### src/mpq_pkg.sv
// Package of the min priority queue: sizes, codes and transfer structs.
// No dependencies; used by every module of the block.
package mpq_pkg;

  // Number of storage cells in the chain.
  localparam int unsigned DEPTH = 8;
  // Width of the internal fill count, able to hold DEPTH itself.
  localparam int unsigned CNT_W = $clog2(DEPTH + 1);
  // Width of the entry count reported with each result.
  localparam int unsigned ENTRY_W = 4;
  localparam int unsigned DATA_W = 32;

  typedef enum logic {
    OP_INSERT = 1'b0,
    OP_DELETE = 1'b1
  } op_e;

  typedef enum logic [1:0] {
    ST_OK       = 2'd0,
    ST_OVERFLOW = 2'd1,
    ST_EMPTY    = 2'd2
  } status_e;

  typedef logic signed [DATA_W-1:0] data_t;

  typedef struct packed {
    op_e   opcode;
    data_t data_value;
  } pq_in_t;

  typedef struct packed {
    status_e            status;
    data_t              removed_value;
    logic [ENTRY_W-1:0] entry_count;
  } pq_out_t;

  // Command broadcast to every cell of the chain.
  typedef struct packed {
    logic  ins;
    logic  del;
    data_t value;
  } cell_cmd_t;

endpackage

### src/mpq_cell.sv
// One cell of the sorted storage chain of the min priority queue.
// Depends on mpq_pkg for the data type and the command struct.
module mpq_cell import mpq_pkg::*; (
  input  logic      clk_i,
  input  cell_cmd_t cmd_i,
  input  logic      occ_i,
  input  logic      left_keep_i,
  input  data_t     left_value_i,
  input  data_t     right_value_i,
  output logic      keep_o,
  output data_t     value_o
);

  data_t value_q, value_d;

  // The cell keeps its entry on insert when it holds a value no larger than
  // the new one, so equal values stay in arrival order.
  assign keep_o = occ_i && !(cmd_i.value < value_q);

  // Insert: the new value lands in the first cell that does not keep, and the
  // cells behind it take their left neighbour's entry. Delete: shift left.
  always_comb begin
    value_d = value_q;
    if (cmd_i.ins && !keep_o) begin
      value_d = left_keep_i ? cmd_i.value : left_value_i;
    end else if (cmd_i.del) begin
      value_d = right_value_i;
    end
  end

  always_ff @(posedge clk_i) begin
    value_q <= value_d;
  end

  assign value_o = value_q;

endmodule

### src/min_priority_queue.sv
// Top level of the min priority queue: a sorted chain of mpq_cell entries.
// Depends on mpq_pkg and mpq_cell.
//
//   channel   direction  ports                  transfer when
//   command   in         start, busy, in_i      start high and busy low
//   result    out        done_o, res_o          done_o high, one cycle
//
// Every command is taken as it is issued; its result appears on the following
// cycle for exactly one cycle. busy stays low, so a command may be issued on
// every cycle: the cell chain updates all entries in the same cycle, which
// sets this rate. The receiver cannot stall the result. Reset empties the
// queue at once; no clearing pass is needed.
module min_priority_queue import mpq_pkg::*; (
  input  logic    clk_i,
  input  logic    rst_ni,
  input  logic    start,
  output logic    busy,
  input  pq_in_t  in_i,
  output logic    done_o,
  output pq_out_t res_o
);

  logic [CNT_W-1:0] count_q, count_d;
  logic             done_q;
  pq_out_t          res_q, res_d;
  logic             accept;
  logic             full, empty;
  cell_cmd_t        cmd;
  logic  [DEPTH-1:0] keep;
  data_t [DEPTH-1:0] value;

  assign busy   = 1'b0;
  assign accept = start && !busy;
  assign full   = (count_q == CNT_W'(DEPTH));
  assign empty  = (count_q == '0);

  // Command to the chain, gated so that refused items leave the state alone.
  assign cmd.ins   = accept && (in_i.opcode == OP_INSERT) && !full;
  assign cmd.del   = accept && (in_i.opcode == OP_DELETE) && !empty;
  assign cmd.value = in_i.data_value;

  // The chain of cells; the head always holds the smallest entry.
  for (genvar i = 0; i < DEPTH; i++) begin : g_cell
    logic  left_keep;
    data_t left_value;
    data_t right_value;

    if (i == 0) begin : g_head
      assign left_keep  = 1'b1;
      assign left_value = in_i.data_value;
    end else begin : g_body
      assign left_keep  = keep[i-1];
      assign left_value = value[i-1];
    end

    if (i == DEPTH - 1) begin : g_tail
      assign right_value = value[i];
    end else begin : g_inner
      assign right_value = value[i+1];
    end

    mpq_cell u_cell (
      .clk_i        (clk_i),
      .cmd_i        (cmd),
      .occ_i        (CNT_W'(i) < count_q),
      .left_keep_i  (left_keep),
      .left_value_i (left_value),
      .right_value_i(right_value),
      .keep_o       (keep[i]),
      .value_o      (value[i])
    );
  end

  // Fill count and the result of the accepted command.
  always_comb begin
    count_d             = count_q;
    res_d.status        = ST_OK;
    res_d.removed_value = '0;
    if (in_i.opcode == OP_INSERT) begin
      if (full) begin
        res_d.status = ST_OVERFLOW;
      end else begin
        count_d = count_q + CNT_W'(1);
      end
    end else begin
      if (empty) begin
        res_d.status = ST_EMPTY;
      end else begin
        count_d             = count_q - CNT_W'(1);
        res_d.removed_value = value[0];
      end
    end
    res_d.entry_count = count_d[ENTRY_W-1:0];
  end

  always_ff @(posedge clk_i or negedge rst_ni) begin
    if (!rst_ni) begin
      count_q <= '0;
      done_q  <= 1'b0;
    end else begin
      done_q <= accept;
      if (accept) begin
        count_q <= count_d;
      end
    end
  end

  // Result payload register, loaded on each transfer.
  always_ff @(posedge clk_i) begin
    if (accept) begin
      res_q <= res_d;
    end
  end

  assign done_o = done_q;
  assign res_o  = res_q;

endmodule

### config.mk
export PLATFORM = sky130hd
export DESIGN_NAME = min_priority_queue
export DESIGN_NICKNAME = d
export VERILOG_FILES = /design/src/mpq_pkg.sv /design/src/mpq_cell.sv /design/src/min_priority_queue.sv
export SDC_FILE = /design/constraint.sdc
export NUM_CORES = 1
export LEC_CHECK = 0
export ABC_CLOCK_PERIOD_IN_PS = 8500
export BUFFER_PORTS_ARGS = -buffer_cell sky130_fd_sc_hd__clkbuf_2
export CORE_MARGIN = 1.5
export CORE_UTILIZATION = 57
export DETAILED_ROUTE_END_ITERATION = 16
export GPL_ROUTABILITY_DRIVEN = 0
export PLACE_DENSITY = 0.74
export SLEW_MARGIN = 5
export SYNTH_ARGS = -nofsm -noshare
export SYNTH_HDL_FRONTEND = slang
export SYNTH_SLANG_ARGS = --single-unit
### constraint.sdc
create_clock -name clk_i -period 8.5 [get_ports clk_i]
set_clock_uncertainty 0.2 [all_clocks]
set_input_delay 0 -clock clk_i [delete_from_list [all_inputs] [get_ports clk_i]]
set_output_delay 0 -clock clk_i [all_outputs]
set_load 0.05 [all_outputs]
[Word level (Yosys, flattened, before mapping)]
Index checks and enable logic that the tools add are counted.
Operators by class
  bitwise gates (word level): 1
  reductions and logical operators: 47
  add/subtract/negate cells: 2
  $lt $le $gt $ge: 16
  multiplexer cells: 27
  eq/ne operators: 1
Operators by type and width (number)
  $mux W32: 21
  $lt A32 B32 Y1: 8
  $logic_and A1 B1 Y1: 20
  $logic_not A1 Y1: 18
  $lt A3 B4 Y1 const A: 4
  $reduce_bool A2 Y1: 7
  $mux W4: 3
  $lt A1 B4 Y1 const A: 2
  $lt A2 B4 Y1 const A: 2
  $add A4 B1 Y4 const B: 1
  $eq A4 B4 Y1 const B: 1
  $logic_not A4 Y1: 1
  $mux W2: 2
  $sub A4 B1 Y4 const B: 1
  $reduce_or A2 Y1: 1
  $mux W1: 1
  $not A1 Y1: 1
Word-level totals
  register bits after elaboration: 299
  word-level logic and storage cells: 107
  input bits: 36
  output and inout bits: 40

[Logic depth before layout (Yosys ltp)]
  depth after elaboration: 6
  depth in mapped cells: 12

[By module]
A second synthesis with hierarchy kept.
Unflattened totals
  cell total of the unflattened synthesis: 1956
  area, all modules: 23730.3 µm²
Modules (own cells, without submodules)
  mpq_cell: area each 2721.4 µm², cells an instance 226, instances 8
  min_priority_queue: area each 1959.4 µm², cells an instance 148, instances 1

[Worst setup path before layout]
OpenSTA, ideal clock, no wires.
  kind: reg2reg
  start point: register g_cell[1].u_cell.value_q[27]
  end point: register g_cell[1].u_cell.value_q[0], enable pin
  path slack: 3.306 ns
  buffers on the path: 2
  cell stages (with the launch flop): 11
  arrival time: 4.529 ns
  required time: 7.834 ns
  clock period less this slack: 5.194 ns
  cell sequence: edfxtp_1 > inv_1 > ha_1 > nand4_1 > or4_1 > nor4_2 > a211oi_1 > a21o_1 > buf_4 > buf_6 > o21ai_0
Between the ends
  cells in the longest elaborated chain, start to end: 6
RTL lines
  start, declared: line mpq_cell.sv:14  | data_t value_q, value_d;
  start signal, assigned: line mpq_cell.sv:32  | value_q <= value_d;
  $lt A32 B32 Y1: line mpq_cell.sv:18  | assign keep_o = occ_i && !(cmd_i.value < value_q);
  $logic_not A1 Y1: line mpq_cell.sv:18
  $logic_and A1 B1 Y1: line mpq_cell.sv:18
  $logic_not A1 Y1: line mpq_cell.sv:24  | if (cmd_i.ins && !keep_o) begin
  $logic_and A1 B1 Y1: line mpq_cell.sv:24
  $reduce_bool A2 Y1 (no line)
No other way between the ends.
A chain may end at the register's enable or synchronous reset.

[Worst setup path in the final report]
  start point: input in_i[27] (netlist name)
  end point: register g_cell[2].u_cell.value_q[4], enable pin
Between the ends
  cells in the longest elaborated chain, start to end: 6
RTL lines
  start, declared: line min_priority_queue.sv:18  | input pq_in_t in_i,
  $lt A32 B32 Y1: line mpq_cell.sv:18
  $logic_not A1 Y1: line mpq_cell.sv:18
  $logic_and A1 B1 Y1: line mpq_cell.sv:18
  $logic_not A1 Y1: line mpq_cell.sv:24
  $logic_and A1 B1 Y1: line mpq_cell.sv:24
  $reduce_bool A2 Y1 (no line)
  end signal, assigned: line mpq_cell.sv:32
  end, declared: line mpq_cell.sv:14
No other way between the ends.

==> impl_metrics.env <==
export IMPL_status="finished, final reports clean"
export IMPL_nets=2432
export IMPL_leakagePower_nw=10.7
export IMPL_end_kind="register"
export IMPL_rsz0062_at_grt="false"
export IMPL_first_global_vias=16300
export IMPL_vias=16100
export IMPL_maxCapViolCount=0
export IMPL_post_route_min_period_ns=4.25
export IMPL_synth_commonest_cells="294 x edfxtp_1, 252 x inv_1, 251 x ha_1"
export IMPL_fmax_mhz=235
export IMPL_yosysSeqAreaShare_pct=42.9
export IMPL_utilization_pct=63.6
export IMPL_cts_root_buffer="clkbuf_16"
export IMPL_top_usage_layer="met2"
export IMPL_synth_edf_count=294
export IMPL_portBuffers=74
export IMPL_grt_max_degree=68
export IMPL_antenna_found_initial=0
export IMPL_firstDrtPassIters=5
export IMPL_fp_row_count=69
export IMPL_finalHoldViolCount=0
export IMPL_ys_seq_elements=299
export IMPL_die_area_sq_mm=0.0378
export IMPL_use_met2_pct=51.3
export IMPL_clkTransAtPathRegs_ns=0.06
export IMPL_synth_most_common_cell="edfxtp_1"
export IMPL_core_area_sq_mm=0.0358
export IMPL_fill_cells=2871
export IMPL_cts_tree="done"
export IMPL_setup_violations=0
export IMPL_ys_async_sr_fraction_pct=1.67
export IMPL_drive_gt1_share_pct=8.99
export IMPL_p_sw_share_pct=41.6
export IMPL_relSlewSlack_pct=18.5
export IMPL_grt_overflow=0
export IMPL_globalRouteMet1Util_pct=37.0
export IMPL_synth_top_cell_by_area="edfxtp_1"
export IMPL_pwr_share_comb_pct=45.9
export IMPL_grt_pass1_wl_mm=87.3
export IMPL_yosys_warnings=0
export IMPL_switchingPower_mw=3.13
export IMPL_cp_arrival_ns=4.12
export IMPL_holdWs_ns=0.103
export IMPL_clk_latency_ns=0.53
export IMPL_crit_path_max_incr_delay_ns=0.68
export IMPL_final_period_utilization_pct=50.1
export IMPL_synthesis_nets=2386
export IMPL_cp_start_kind="input port"
export IMPL_synth_top_area_share_pct=42.3
export IMPL_ant_nets=0
export IMPL_cts_max_level=2
export IMPL_critPathKind="in -> reg"
export IMPL_ys_types=60
export IMPL_fin_tns_setup_ns=0
export IMPL_cp_slowest_cell="nand2_2"
export IMPL_use_met3_pct=3.64
export IMPL_start_util_pct=58.3
export IMPL_drc_errors=0
export IMPL_netlist_instances=2099
export IMPL_p_int_mw=4.39
export IMPL_dp_hpwl_mm=38.9
export IMPL_crit_path_cell_trace="dlygate4sd3_1 > clkbuf_2 > ha_1 > nand4_1 > or4_1 > nor4_1 > a21oi_1 > o211ai_1 > buf_4 > nand2_2"
export IMPL_viasPerCell=6.13
export IMPL_routed_wl_mm=55.2
export IMPL_p_per_area_mw_per_mm2=330
export IMPL_p_clk_share_pct=18.3
export IMPL_post_cts_resized=0
export IMPL_seq_power_share_pct=35.9
export IMPL_area_delta_synth_final_pct=9.21
export IMPL_n_antenna_cell=0
export IMPL_synthTopCellsByArea="edfxtp_1 42%, ha_1 15%, mux2i_1 9.3%"
export IMPL_hold_class="in -> reg"
export IMPL_required_ns=8.36
export IMPL_cts_sinks=299
export IMPL_ys_flop_type="edfxtp_1"
export IMPL_cp_max_fo=65
export IMPL_numCtsBuffers=35
export IMPL_routedWlPerCell_um=21.0
export IMPL_die_h_um=194
export IMPL_worst_pin_slew_ns=1.22
export IMPL_vdd_drop_max_uv=203
export IMPL_die_w_um=194
export IMPL_cts_buffer_depth=3
export IMPL_drv_slew=0
export IMPL_drtIter0Drc=1302
export IMPL_num_io_pins=76
export IMPL_synth_area_sq_mm=0.0209
export IMPL_synth_area_per_cell_sq_um=9.95
export IMPL_track_usage_pct=29.0
==> worst max-delay path: cells and delay by family <==
| kind | cells | cell delay, ns |
|---|---|---|
| fa+ha+maj | 1 | 0.43 |
| simple gates | 4 | 1.92 |
| compound gates | 2 | 0.34 |
| buf+inv | 3 | 1.39 |
==> metrics by stage <==
stage                     worst slack [ns]  std cells  area [sq um]  total power, mW
after CTS                             4.29       2629         22800             7.49
after detailed placement              4.34       2534         21500             6.10
after global routing                  3.92       2629         22800             7.97
after global placement                4.49       2534         21500             5.95
after floorplan                       3.31       2099         20900             5.16
final                                 4.25       2629         22800             7.51
==> final cells by class <==
class | count | area, sq um | area share, %
inverter | 252 | 946 | 4.15
sequential | 299 | 8950 | 39.3
clock inverter | 13 | 66.3 | 0.291
multi-input combinational | 1426 | 10500 | 45.8
timing repair buffer | 131 | 886 | 3.89
tap | 461 | 577 | 2.53
clock buffer | 47 | 921 | 4.04
==> metal layers <==
layer | vias to the layer above | wire, um
met5 | - | 0
li1 | 7629 | -
met1 | 7859 | 22900
met4 | 0 | 1660
met2 | 521 | 27400
met3 | 118 | 3150
==> state kept, by name (all words and copies together), names as in the netlist <==
register and flops:
done_o 1, res_o 38, g_cell.u_cell.value_o 256, count_q 4
==> cells in the final DEF, fill, tap and decap left out, types with 12 or more instances in the layout <==
master	netlist	routed
o21ai_0	169	168
clkbuf_16	0	35
o21ai_1	18	18
and3_1	33	33
dlygate4sd3_1	0	35
edfxtp_1	294	294
nand3_1	44	44
nor2b_1	16	16
a31oi_1	36	35
a211oi_1	26	25
nand2b_1	13	12
inv_1	252	252
nor2_1	151	151
mux2_2	36	36
ha_1	251	251
o211ai_1	12	12
mux2i_1	193	192
buf_4	7	22
nand2_1	161	159
nand4_1	33	33
clkbuf_1	70	12
a21oi_1	150	150
clkbuf_2	1	74
a21o_1	19	18
==> final timing paths <==
check / depth (start not counted) / slack (ns) / from / endpoint
setup / recovery: 10 / 4.25 / in_i[27] / g_cell[2].u_cell.value_o[4]$_DFFE_PP_
hold / removal: 2 / 0.10 / in_i[32] / res_o[36]$_SDFFCE_PP0P_
setup reg to reg: 9 / 4.25 / g_cell[2].u_cell.value_o[27]$_DFFE_PP_ / g_cell[2].u_cell.value_o[4]$_DFFE_PP_
hold reg to reg: 1 / 0.39 / count_q[0]$_DFFE_PN0P_ / count_q[0]$_DFFE_PN0P_
max in group asynchronous: 3 / 7.68 / rst_ni / count_q[1]$_DFFE_PN0P_
min in group asynchronous: 3 / 0.21 / rst_ni / count_q[3]$_DFFE_PN0P_
==> cells by family after synthesis <==
group                      count (synthesis)  synth area share, %
AOI/OAI and AO/OA                        466                 12.8
and+or+nand+nor                          475                 10.4
muxes                                    229                 11.2
xor gates and xnor gates                   4                0.168
DFF                                      299                 42.9
buffers and inverters                    374                 7.52
other                                      1               0.0180
adders and majority gates                251                 15.0
==> power groups by stage <==
stage	Sequential (mW)	Clock, mW	Combinational (mW)
floorplan	2.67	0	2.49
global placement	2.71	0	3.25
detailed placement	2.72	0	3.38
CTS	2.69	1.38	3.42
global route	2.74	1.43	3.80
finish	2.69	1.37	3.45
==> what timing repair did <==
action / 4_1_cts / 5_1_grt
hold buffers: 35 / 0
buffers inserted: 0 / 0
endpoints found under the hold margin: 180 / 0
Power figures use the tool's default switching activity.
